--- src/rtl/wiom_pkg.sv ---
// Package: widths, minimum valid count and ring control struct for the window outlier mean unit.
`timescale 1ns / 1ps

package wiom_pkg;

    localparam int WIN       = 16;
    localparam int VAL_W     = 32;
    localparam int IDX_W     = $clog2(WIN);
    localparam int CNT_W     = $clog2(WIN + 1);
    localparam int STEP_W    = IDX_W + 1;
    localparam int SUM_W     = VAL_W + IDX_W;
    localparam int FENCE_W   = VAL_W + 2;
    localparam int DCNT_W    = $clog2(SUM_W + 1);
    localparam int MIN_VALID = 4;

    typedef struct packed {
        logic shift;
        logic rotate;
    } t_ring_ctl;

endpackage

--- src/rtl/wiom_if.sv ---
// Interfaces: sample input channel and result output channel.
`timescale 1ns / 1ps

interface wiom_in_if;
    import wiom_pkg::*;
    logic             valid;
    logic             ready;
    logic [VAL_W-1:0] sample_value;
    logic             sample_valid;
    modport source(output valid, sample_value, sample_valid, input ready);
    modport sink(input valid, sample_value, sample_valid, output ready);
endinterface

interface wiom_out_if;
    import wiom_pkg::*;
    logic             valid;
    logic             ready;
    logic [VAL_W-1:0] average;
    logic             average_valid;
    logic             outliers_discarded;
    modport source(output valid, average, average_valid, outliers_discarded, input ready);
    modport sink(input valid, average, average_valid, outliers_discarded, output ready);
endinterface

--- src/rtl/wiom_ring.sv ---
// Sample window held as a ring of registers: shift in a new sample or rotate by one.
`timescale 1ns / 1ps

module wiom_ring (
    input  logic                      i_clk,
    input  logic                      i_rst_n,
    input  wiom_pkg::t_ring_ctl       i_ctl,
    input  logic [wiom_pkg::VAL_W-1:0] i_value,
    input  logic                      i_ok,
    output logic [wiom_pkg::VAL_W-1:0] o_head_value,
    output logic                      o_head_ok,
    output logic [wiom_pkg::WIN-1:0]  o_ok_vec
);
    import wiom_pkg::*;

    logic [VAL_W-1:0] r_value [WIN];
    logic [WIN-1:0]   r_ok;

    // validity bits: cleared at reset
    always_ff @(posedge i_clk) begin
        if (!i_rst_n) begin
            r_ok <= '0;
        end else if (i_ctl.shift) begin
            r_ok <= {r_ok[WIN-2:0], i_ok};
        end else if (i_ctl.rotate) begin
            r_ok <= {r_ok[0], r_ok[WIN-1:1]};
        end
    end

    always_ff @(posedge i_clk) begin
        if (i_ctl.shift) begin
            r_value[0] <= i_value;
            for (int k = 1; k < WIN; k++) begin
                r_value[k] <= r_value[k-1];
            end
        end else if (i_ctl.rotate) begin
            r_value[WIN-1] <= r_value[0];
            for (int k = 0; k < WIN - 1; k++) begin
                r_value[k] <= r_value[k+1];
            end
        end
    end

    assign o_head_value = r_value[0];
    assign o_head_ok    = r_ok[0];
    assign o_ok_vec     = r_ok;

endmodule

--- src/rtl/wiom_div.sv ---
// Restoring divider: one quotient bit per cycle, small divisor.
`timescale 1ns / 1ps

module wiom_div (
    input  logic                       i_clk,
    input  logic                       i_rst_n,
    input  logic                       i_start,
    input  logic [wiom_pkg::SUM_W-1:0] i_dividend,
    input  logic [wiom_pkg::CNT_W-1:0] i_divisor,
    output logic                       o_done,
    output logic [wiom_pkg::SUM_W-1:0] o_quotient
);
    import wiom_pkg::*;

    logic              r_busy;
    logic              r_done;
    logic [DCNT_W-1:0] r_cnt;
    logic [SUM_W-1:0]  r_quo;
    logic [CNT_W-1:0]  r_rem;
    logic [CNT_W-1:0]  r_div;
    logic [CNT_W:0]    trial;
    logic              fits;

    assign trial = {r_rem, r_quo[SUM_W-1]};
    assign fits  = (trial >= {1'b0, r_div});

    always_ff @(posedge i_clk) begin
        if (!i_rst_n) begin
            r_busy <= 1'b0;
            r_done <= 1'b0;
            r_cnt  <= '0;
        end else begin
            r_done <= 1'b0;
            if (i_start) begin
                r_busy <= 1'b1;
                r_cnt  <= DCNT_W'(SUM_W);
            end else if (r_busy) begin
                r_cnt <= r_cnt - 1'b1;
                if (r_cnt == DCNT_W'(1)) begin
                    r_busy <= 1'b0;
                    r_done <= 1'b1;
                end
            end
        end
    end

    always_ff @(posedge i_clk) begin
        if (i_start) begin
            r_quo <= i_dividend;
            r_rem <= '0;
            r_div <= i_divisor;
        end else if (r_busy) begin
            r_quo <= {r_quo[SUM_W-2:0], fits};
            r_rem <= fits ? CNT_W'(trial - {1'b0, r_div}) : trial[CNT_W-1:0];
        end
    end

    assign o_done     = r_done;
    assign o_quotient = r_quo;

endmodule

--- src/rtl/window_iqr_outlier_mean_unit.sv ---
// Top level: windowed luminosity mean with interquartile upper-fence outlier rejection.
//
//  channel    dir  port       payload
//  ---------  ---  ---------  -----------------------------------------------
//  sample     in   i_sample   sample_value[31:0], sample_valid
//  result     out  o_result   average[31:0], average_valid, outliers_discarded
//
// Each accepted sample enters a 16-entry register ring. With at least four valid
// entries the result reaches the output register after these steps: a count, 16
// rank passes that rotate the ring past one comparator, 4 quartile and fence steps,
// a sum sweep over the 16 entries, a divider start, a divide of 36 quotient bits
// plus done, and a load; the next sample is taken only once the sequencer is idle.
// With fewer than four valid entries the result is loaded straight after the count.
// i_sample.ready is high only while idle; a finished result waits in the output
// register, and the next sample can be taken while it waits. A result that finds the
// output register still full holds the sequencer until the register drains. Reset
// clears the ring's validity bits, the sequencer and the output valid.
`timescale 1ns / 1ps

module window_iqr_outlier_mean_unit (
    input  logic        i_clk,
    input  logic        i_rst_n,
    wiom_in_if.sink     i_sample,
    wiom_out_if.source  o_result
);
    import wiom_pkg::*;

    typedef enum logic [10:0] {
        S_IDLE  = 11'b00000000001,
        S_COUNT = 11'b00000000010,
        S_RANK  = 11'b00000000100,
        S_MED   = 11'b00000001000,
        S_IQR   = 11'b00000010000,
        S_FEN1  = 11'b00000100000,
        S_FEN2  = 11'b00001000000,
        S_SUM   = 11'b00010000000,
        S_DIVGO = 11'b00100000000,
        S_DIV   = 11'b01000000000,
        S_DONE  = 11'b10000000000
    } t_state;

    t_state r_state, n_state;

    // rank sweep bookkeeping
    logic [IDX_W-1:0]  r_pass, n_pass;
    logic [STEP_W-1:0] r_step, n_step;
    logic [CNT_W-1:0]  r_cnt, n_cnt;
    logic [IDX_W-1:0]  r_rank, n_rank;
    logic [VAL_W-1:0]  r_cand, n_cand;
    logic              r_cand_ok, n_cand_ok;

    // target ranks of the four order statistics
    logic [IDX_W-1:0]  r_tq1a, n_tq1a, r_tq1b, n_tq1b, r_tq3a, n_tq3a, r_tq3b, n_tq3b;
    logic [VAL_W-1:0]  r_q1a, n_q1a, r_q1b, n_q1b, r_q3a, n_q3a, r_q3b, n_q3b;

    logic [VAL_W-1:0]   r_q1, n_q1, r_q3, n_q3, r_iqr, n_iqr;
    logic [FENCE_W-1:0] r_fence, n_fence;
    logic [SUM_W-1:0]   r_sum, n_sum;
    logic [CNT_W-1:0]   r_kept, n_kept;

    // finished result, and the output register
    logic [VAL_W-1:0] r_res_avg, n_res_avg;
    logic             r_res_ok, n_res_ok;
    logic             r_res_disc, n_res_disc;
    logic [VAL_W-1:0] r_out_avg, n_out_avg;
    logic             r_out_ok, n_out_ok;
    logic             r_out_disc, n_out_disc;
    logic             r_out_valid, n_out_valid;

    t_ring_ctl        ring_ctl;
    logic [VAL_W-1:0] head_value;
    logic             head_ok;
    logic [WIN-1:0]   ok_vec;

    logic             div_start;
    logic             div_done;
    logic [SUM_W-1:0] div_quo;

    logic             in_xfer;
    logic             out_xfer;
    logic [CNT_W-1:0] cnt_now;
    logic [CNT_W-1:0] half;
    logic [CNT_W-1:0] offs;
    logic [CNT_W-1:0] mid_a;
    logic [CNT_W-1:0] mid_b;
    logic             head_less;

    wiom_ring u_ring (
        .i_clk       (i_clk),
        .i_rst_n     (i_rst_n),
        .i_ctl       (ring_ctl),
        .i_value     (i_sample.sample_value),
        .i_ok        (i_sample.sample_valid),
        .o_head_value(head_value),
        .o_head_ok   (head_ok),
        .o_ok_vec    (ok_vec)
    );

    wiom_div u_div (
        .i_clk      (i_clk),
        .i_rst_n    (i_rst_n),
        .i_start    (div_start),
        .i_dividend (r_sum),
        .i_divisor  (r_kept),
        .o_done     (div_done),
        .o_quotient (div_quo)
    );

    assign i_sample.ready = (r_state == S_IDLE);
    assign in_xfer  = i_sample.valid && i_sample.ready;
    assign out_xfer = r_out_valid && o_result.ready;

    assign o_result.valid              = r_out_valid;
    assign o_result.average            = r_out_avg;
    assign o_result.average_valid      = r_out_ok;
    assign o_result.outliers_discarded = r_out_disc;

    assign ring_ctl.shift  = in_xfer;
    assign ring_ctl.rotate = (r_state == S_RANK) || (r_state == S_SUM);
    assign div_start       = (r_state == S_DIVGO);

    // quartile ranks: each median is the floored mean of two ranks (equal when the half is odd)
    assign cnt_now = CNT_W'($countones(ok_vec));
    assign half    = cnt_now >> 1;
    assign offs    = half + CNT_W'(cnt_now[0]);
    assign mid_a   = (half - 1'b1) >> 1;
    assign mid_b   = half >> 1;

    // candidate outranks the head entry; equal values break ties by ring position
    assign head_less = head_ok && ((head_value < r_cand) ||
                       ((head_value == r_cand) &&
                        ((STEP_W'(r_pass) + r_step) >= STEP_W'(WIN))));

    always_comb begin
        n_state     = r_state;
        n_pass      = r_pass;
        n_step      = r_step;
        n_cnt       = r_cnt;
        n_rank      = r_rank;
        n_cand      = r_cand;
        n_cand_ok   = r_cand_ok;
        n_tq1a      = r_tq1a;
        n_tq1b      = r_tq1b;
        n_tq3a      = r_tq3a;
        n_tq3b      = r_tq3b;
        n_q1a       = r_q1a;
        n_q1b       = r_q1b;
        n_q3a       = r_q3a;
        n_q3b       = r_q3b;
        n_q1        = r_q1;
        n_q3        = r_q3;
        n_iqr       = r_iqr;
        n_fence     = r_fence;
        n_sum       = r_sum;
        n_kept      = r_kept;
        n_res_avg   = r_res_avg;
        n_res_ok    = r_res_ok;
        n_res_disc  = r_res_disc;
        n_out_avg   = r_out_avg;
        n_out_ok    = r_out_ok;
        n_out_disc  = r_out_disc;
        n_out_valid = r_out_valid && !out_xfer;

        unique case (r_state)
            S_IDLE: begin
                if (in_xfer) begin
                    n_state = S_COUNT;
                end
            end
            S_COUNT: begin
                n_cnt  = cnt_now;
                n_tq1a = IDX_W'(mid_a);
                n_tq1b = IDX_W'(mid_b);
                n_tq3a = IDX_W'(offs + mid_a);
                n_tq3b = IDX_W'(offs + mid_b);
                n_pass = '0;
                n_step = '0;
                if (cnt_now < CNT_W'(MIN_VALID)) begin
                    // too few valid entries: report all zero
                    n_res_avg  = '0;
                    n_res_ok   = 1'b0;
                    n_res_disc = 1'b0;
                    n_state    = S_DONE;
                end else begin
                    n_state = S_RANK;
                end
            end
            S_RANK: begin
                if (r_step == '0) begin
                    n_cand    = head_value;
                    n_cand_ok = head_ok;
                    n_rank    = '0;
                    n_step    = r_step + 1'b1;
                end else if (r_step != STEP_W'(WIN)) begin
                    if (head_less) begin
                        n_rank = r_rank + 1'b1;
                    end
                    n_step = r_step + 1'b1;
                end else begin
                    // rank final: keep the value if it is a wanted order statistic
                    if (r_cand_ok) begin
                        if (r_rank == r_tq1a) n_q1a = r_cand;
                        if (r_rank == r_tq1b) n_q1b = r_cand;
                        if (r_rank == r_tq3a) n_q3a = r_cand;
                        if (r_rank == r_tq3b) n_q3b = r_cand;
                    end
                    n_step = '0;
                    n_pass = r_pass + 1'b1;
                    if (r_pass == IDX_W'(WIN - 1)) begin
                        n_state = S_MED;
                    end
                end
            end
            S_MED: begin
                n_q1    = VAL_W'(({1'b0, r_q1a} + {1'b0, r_q1b}) >> 1);
                n_q3    = VAL_W'(({1'b0, r_q3a} + {1'b0, r_q3b}) >> 1);
                n_state = S_IQR;
            end
            S_IQR: begin
                n_iqr   = (r_q3 >= r_q1) ? (r_q3 - r_q1) : '0;
                n_state = S_FEN1;
            end
            S_FEN1: begin
                n_fence = FENCE_W'(r_q3) + FENCE_W'(r_iqr);
                n_state = S_FEN2;
            end
            S_FEN2: begin
                n_fence = r_fence + FENCE_W'(r_iqr >> 1);
                n_sum   = '0;
                n_kept  = '0;
                n_step  = '0;
                n_state = S_SUM;
            end
            S_SUM: begin
                // keep entries at or below the fence
                if (head_ok && (FENCE_W'(head_value) <= r_fence)) begin
                    n_sum  = r_sum + SUM_W'(head_value);
                    n_kept = r_kept + 1'b1;
                end
                n_step = r_step + 1'b1;
                if (r_step == STEP_W'(WIN - 1)) begin
                    n_state = S_DIVGO;
                end
            end
            S_DIVGO: begin
                n_state = S_DIV;
            end
            S_DIV: begin
                if (div_done) begin
                    n_res_avg  = div_quo[VAL_W-1:0];
                    n_res_ok   = 1'b1;
                    n_res_disc = (r_kept != r_cnt);
                    n_state    = S_DONE;
                end
            end
            S_DONE: begin
                // hold until the output register is free
                if (!r_out_valid || o_result.ready) begin
                    n_out_avg   = r_res_avg;
                    n_out_ok    = r_res_ok;
                    n_out_disc  = r_res_disc;
                    n_out_valid = 1'b1;
                    n_state     = S_IDLE;
                end
            end
            default: begin
                n_state = S_IDLE;
            end
        endcase
    end

    always_ff @(posedge i_clk) begin
        if (!i_rst_n) begin
            r_state     <= S_IDLE;
            r_pass      <= '0;
            r_step      <= '0;
            r_out_valid <= 1'b0;
        end else begin
            r_state     <= n_state;
            r_pass      <= n_pass;
            r_step      <= n_step;
            r_out_valid <= n_out_valid;
        end
    end

    always_ff @(posedge i_clk) begin
        r_cnt      <= n_cnt;
        r_rank     <= n_rank;
        r_cand     <= n_cand;
        r_cand_ok  <= n_cand_ok;
        r_tq1a     <= n_tq1a;
        r_tq1b     <= n_tq1b;
        r_tq3a     <= n_tq3a;
        r_tq3b     <= n_tq3b;
        r_q1a      <= n_q1a;
        r_q1b      <= n_q1b;
        r_q3a      <= n_q3a;
        r_q3b      <= n_q3b;
        r_q1       <= n_q1;
        r_q3       <= n_q3;
        r_iqr      <= n_iqr;
        r_fence    <= n_fence;
        r_sum      <= n_sum;
        r_kept     <= n_kept;
        r_res_avg  <= n_res_avg;
        r_res_ok   <= n_res_ok;
        r_res_disc <= n_res_disc;
        r_out_avg  <= n_out_avg;
        r_out_ok   <= n_out_ok;
        r_out_disc <= n_out_disc;
    end

endmodule

--- src/flat_wrapper.sv ---
// flat-port wrapper written by rule: the top's interface ports become plain ports
module window_iqr_outlier_mean_unit_flat import wiom_pkg::*;
  (i_clk, i_rst_n, i_sample_valid, i_sample_sample_value, i_sample_sample_valid, i_sample_ready, o_result_valid, o_result_average, o_result_average_valid, o_result_outliers_discarded, o_result_ready);
  wiom_in_if i_sample_i ();
  wiom_out_if o_result_i ();
  input  logic i_clk;
  input  logic i_rst_n;
  input wire logic [$bits(i_sample_i.valid)-1:0] i_sample_valid;
  input wire logic [$bits(i_sample_i.sample_value)-1:0] i_sample_sample_value;
  input wire logic [$bits(i_sample_i.sample_valid)-1:0] i_sample_sample_valid;
  output wire logic [$bits(i_sample_i.ready)-1:0] i_sample_ready;
  output wire logic [$bits(o_result_i.valid)-1:0] o_result_valid;
  output wire logic [$bits(o_result_i.average)-1:0] o_result_average;
  output wire logic [$bits(o_result_i.average_valid)-1:0] o_result_average_valid;
  output wire logic [$bits(o_result_i.outliers_discarded)-1:0] o_result_outliers_discarded;
  input wire logic [$bits(o_result_i.ready)-1:0] o_result_ready;
  assign i_sample_i.valid = i_sample_valid;
  assign i_sample_i.sample_value = i_sample_sample_value;
  assign i_sample_i.sample_valid = i_sample_sample_valid;
  assign i_sample_ready = i_sample_i.ready;
  assign o_result_valid = o_result_i.valid;
  assign o_result_average = o_result_i.average;
  assign o_result_average_valid = o_result_i.average_valid;
  assign o_result_outliers_discarded = o_result_i.outliers_discarded;
  assign o_result_i.ready = o_result_ready;
  window_iqr_outlier_mean_unit u_core (.i_clk(i_clk), .i_rst_n(i_rst_n), .i_sample(i_sample_i), .o_result(o_result_i));
endmodule
--- config.mk ---
export PLATFORM = sky130hd
export DESIGN_NAME = window_iqr_outlier_mean_unit_flat
export DESIGN_NICKNAME = d
export VERILOG_FILES = /design/src/rtl/wiom_pkg.sv /design/src/rtl/wiom_if.sv /design/src/rtl/wiom_ring.sv /design/src/rtl/wiom_div.sv /design/src/rtl/window_iqr_outlier_mean_unit.sv /design/src/flat_wrapper.sv
export SDC_FILE = /design/constraint.sdc
export NUM_CORES = 2
export LEC_CHECK = 0
export BUFFER_PORTS_ARGS = -buffer_cell sky130_fd_sc_hd__buf_2
export CORE_MARGIN = 3
export CORE_UTILIZATION = 50
export CTS_BUF_LIST = sky130_fd_sc_hd__clkbuf_16
export CTS_CLUSTER_DIAMETER = 150
export DETAILED_ROUTE_END_ITERATION = 16
export HOLD_SLACK_MARGIN = 0.05
export PLACE_DENSITY = 0.73
export SLEW_MARGIN = 20
export SYNTH_ARGS = -nofsm -noshare
export SYNTH_HDL_FRONTEND = slang
export SYNTH_SLANG_ARGS = --single-unit
--- constraint.sdc ---
create_clock -name i_clk -period 17.3 [get_ports i_clk]
set_input_delay 2.595 -clock i_clk [delete_from_list [all_inputs] [get_ports i_clk]]
set_output_delay 2.595 -clock i_clk [all_outputs]
set_load 0.03 [all_outputs]
==> key figures <==
Run status
  • Status: complete, no violations

Clock network
  • Root buffer cell: clkbuf_16
  • Total CTS buffers: 106
  • Setup bufs post-CTS: 0
  • H-tree depth: 3
  • Post-cts resize count: 0
  • CTS Buffer Depth: 3
  • CTS tree: yes
  • CTS Hold Buffers Added: 0
  • Sink Count: 1024
  • Clk slew on worst S/H paths: 0.06 ns
  • Latest clock arrival within the worst-skew pair: 0.69 ns

Critical path
  • Crit path max fanout: 190
  • Reg2Reg Depth: 10
  • Crit path capture type: flop
  • R2r endpoint: u_core.u_ring.r_value[0][218]
  • Critical setup path kind: in2reg
  • Worst Setup Start Kind: input port
  • CP Data Required Time: 17.61 ns
  • R2r startpoint: u_core.r_state[0]
  • Worst R2R Setup Slack: 10.86 ns
  • Worst EP arrival: 6.84 ns

Cells and area
  • Post-layout instance area: 0.0570 sq mm
  • Area growth syn-to-layout: 10.5%
  • Utilization after layout: 0.558
  • Final #Nets: 5323
  • Fillers: 8586
  • Share of post-route cells with drive strength above 1: 0.0642

Routing
  • DRT Pass-1 Iters: 5
  • Drt drc: 0
  • Initial DRC count: 2996
  • Post-DRT Antenna Nets: 0
  • WL final: 110000 microns
  • Vias: 34800
  • Wire length per cell: 17.1 microns
  • Drt via density: 5.41

Power
  • Pwr per Cell Area: 105 mW/mm^2
  • Worst IR Drop VDD: 0.0876 mV
  • LEAKAGE: 23.8 nW

Floorplanning
  • Core Footprint: 0.102 sq mm
  • Site Rows: 117
  • IO Pins: 73
  • Die ar.: 0.107 sq mm
  • Initial Utilization: 0.505
  • Die height: 327 microns
  • Die width: 327 microns

Logic synthesis
  • #FFs+latches synth: 1024
  • Syn avg cell area: 10.5 sq um
  • Synth warn: 0
  • Synth Cell Area: 0.0516 sq mm
  • Leading area contributor after synthesis: edfxtp_1
  • Synth top area cells: edfxtp_1 (57%), nand2_1 (13%), ha_1 (7.1%)
  • Synth async-reset ratio: 0
  • Seq/Total Area, Yosys: 0.587
  • Prevailing post-synth register cell: edfxtp_1
  • Post-synth EDFFs: 974
  • Post-synth top cells: nand2_1 (1778), edfxtp_1 (974), ha_1 (291), nor2_1 (216), inv_1 (195)
  • Share of the synthesized area in the top cell type: 0.567
  • Cells after synthesis: 4919
  • Distinct cells, synth: 83
  • Count leader, synth: nand2_1
  • Syn nets: 5266

STA
  • Minimum clock period: 6.53 ns
  • Worst slew margin: 0.140
  • Fin crit share: 0.377
  • Fin. Hold Viols: 0
  • Max Freq: 0.153 GHz
  • WHS: 0.385 ns
  • Final worst setup slack: 10.78 ns
  • Worst Skew: 0.0393 ns
  • Final Setup Violations: 0
  • Final setup TNS: 0 ns
  • Slew @ Worst Pin: 1.28 ns
  • Unrepaired setup endpoints after global routing: no
  • Max-slew violations: 0

Placed design
  • Placed inst area: 0.0534 sq mm
  • Dpl ws: 10.11 ns
  • Port buffer count: 72
  • Placed wire-length estimate: 74300 microns
  • Routability-driven placement congestion ratio: 0.872

Min path
  • Hold path startpoint: u_core.r_res_avg[17]
  • WHS Endpoint: u_core.o_result.average[17]
  • Hold Crit Depth: 0
  • Worst hold path type: reg2reg

Global route
  • Global Route Usage Sum: 0.203
  • Total global routing overflow: 0
  • First-pass GRT wire length: 175000 microns
  • Initial antenna violation count: 4
  • Pin count of the biggest net entering global routing: 212
  • Number of global-route vias before repair: 33400

Job
  • Max cap viols: 0
[kinds of logic after synthesis]
| kind of cell | share of synthesized area |
|---|---|
| flops | 0.587 |
| simple gates | 0.185 |
| compound gates | 0.0853 |
| buf+inv | 0.0284 |
| fa+ha+maj | 0.0782 |
| mux | 0.00177 |
| xor+xnor | 0.0348 |
[through the flow]
step                      instances  power [mW]
after floorplan                4919        3.61
after global placement         6235        3.68
after detailed placement       6235        3.71
after CTS                      6429        6.01
after global routing           6431        6.20
final                          6432        5.96
[metal layers]
layer	up-vias	wire, microns	share of wire	global-route usage
li1	17100	-	-	-
met1	16700	49600	0.45	0.281
met2	780	51500	0.47	0.332
met3	177	5250	0.048	0.0267
met4	2	3500	0.032	0.0671
met5	-	13	0.00012	0
[power by group]
| group | internal, mW | total [mW] | switching, mW |
|---|---|---|---|
| clock | 1.32 | 2.31 | 0.981 |
| combinational | 0.148 | 0.500 | 0.351 |
| sequential | 3.03 | 3.15 | 0.124 |
| total | 4.50 | 5.96 | 1.46 |
[final cells by class]
cell class	instances	area, sq um	share of cell area
Inverter	195	739	0.0130
Clock buffer	109	2730	0.0479
Tap cell	1368	1710	0.0300
Sequential cell	1024	30200	0.531
Timing Repair Buffer	122	781	0.0137
Clock inverter	85	795	0.0139
Antenna cell	2	5.00	0.0000878
Multi-Input combinational cell	3527	20000	0.350
[cells in the final DEF (no fill, tap or decap), types with 47 or more instances in the layout]
master     instances
dfxtp_1           50
ha_1             291
nand3_1           55
a21o_1           114
buf_4             47
inv_1            211
clkbuf_16        109
nand4_1           49
xor2_1            81
xnor2_1          124
and2_1            52
buf_2             72
a21oi_1          188
nand2_1         1776
edfxtp_1         974
nor2_1           211
o21ai_0          118
[critical path, cell delays in order]
cell and delay [ns]:
buf_2 0.14, and2_4 0.44, nor2_1 0.21, inv_8 0.64, buf_4 0.92, buf_12 0.76
buf_4 0.75
[registers in the layout, summed over array words and instances (netlist names), 6 cells and up]
signal	cells
u_core.o_result.average	32
u_core.r_q3a	32
u_core.u_div.r_cnt	6
u_core.r_state	11
u_core.r_q1	32
u_core.r_sum	36
u_core.r_res_avg	32
u_core.r_q1a	32
u_core.u_ring.o_ok_vec	16
u_core.r_q3	32
u_core.u_ring.r_value	512
u_core.r_cand	32
u_core.r_q1b	32
u_core.u_div.o_quotient	36
u_core.r_q3b	32
u_core.r_iqr	32
u_core.r_fence	34
[worst max-delay path by stage]
stage	end	slack, ns	from	depth (start not counted)
after floorplan	u_core.u_ring.r_value[0][0]	3.40	i_sample_valid	5
after global placement	u_core.u_ring.r_value[0][154]	10.18	i_sample_valid	7
after detailed placement	u_core.u_ring.r_value[0][122]	10.11	i_sample_valid	7
after CTS	u_core.u_ring.r_value[0][346]	10.86	i_sample_valid	7
after global routing	u_core.u_ring.r_value[0][400]	10.35	u_core.r_state[0]	10
final	u_core.u_ring.r_value[0][218]	10.78	i_sample_valid	7
No activity file was read; power rests on OpenSTA's default activity.
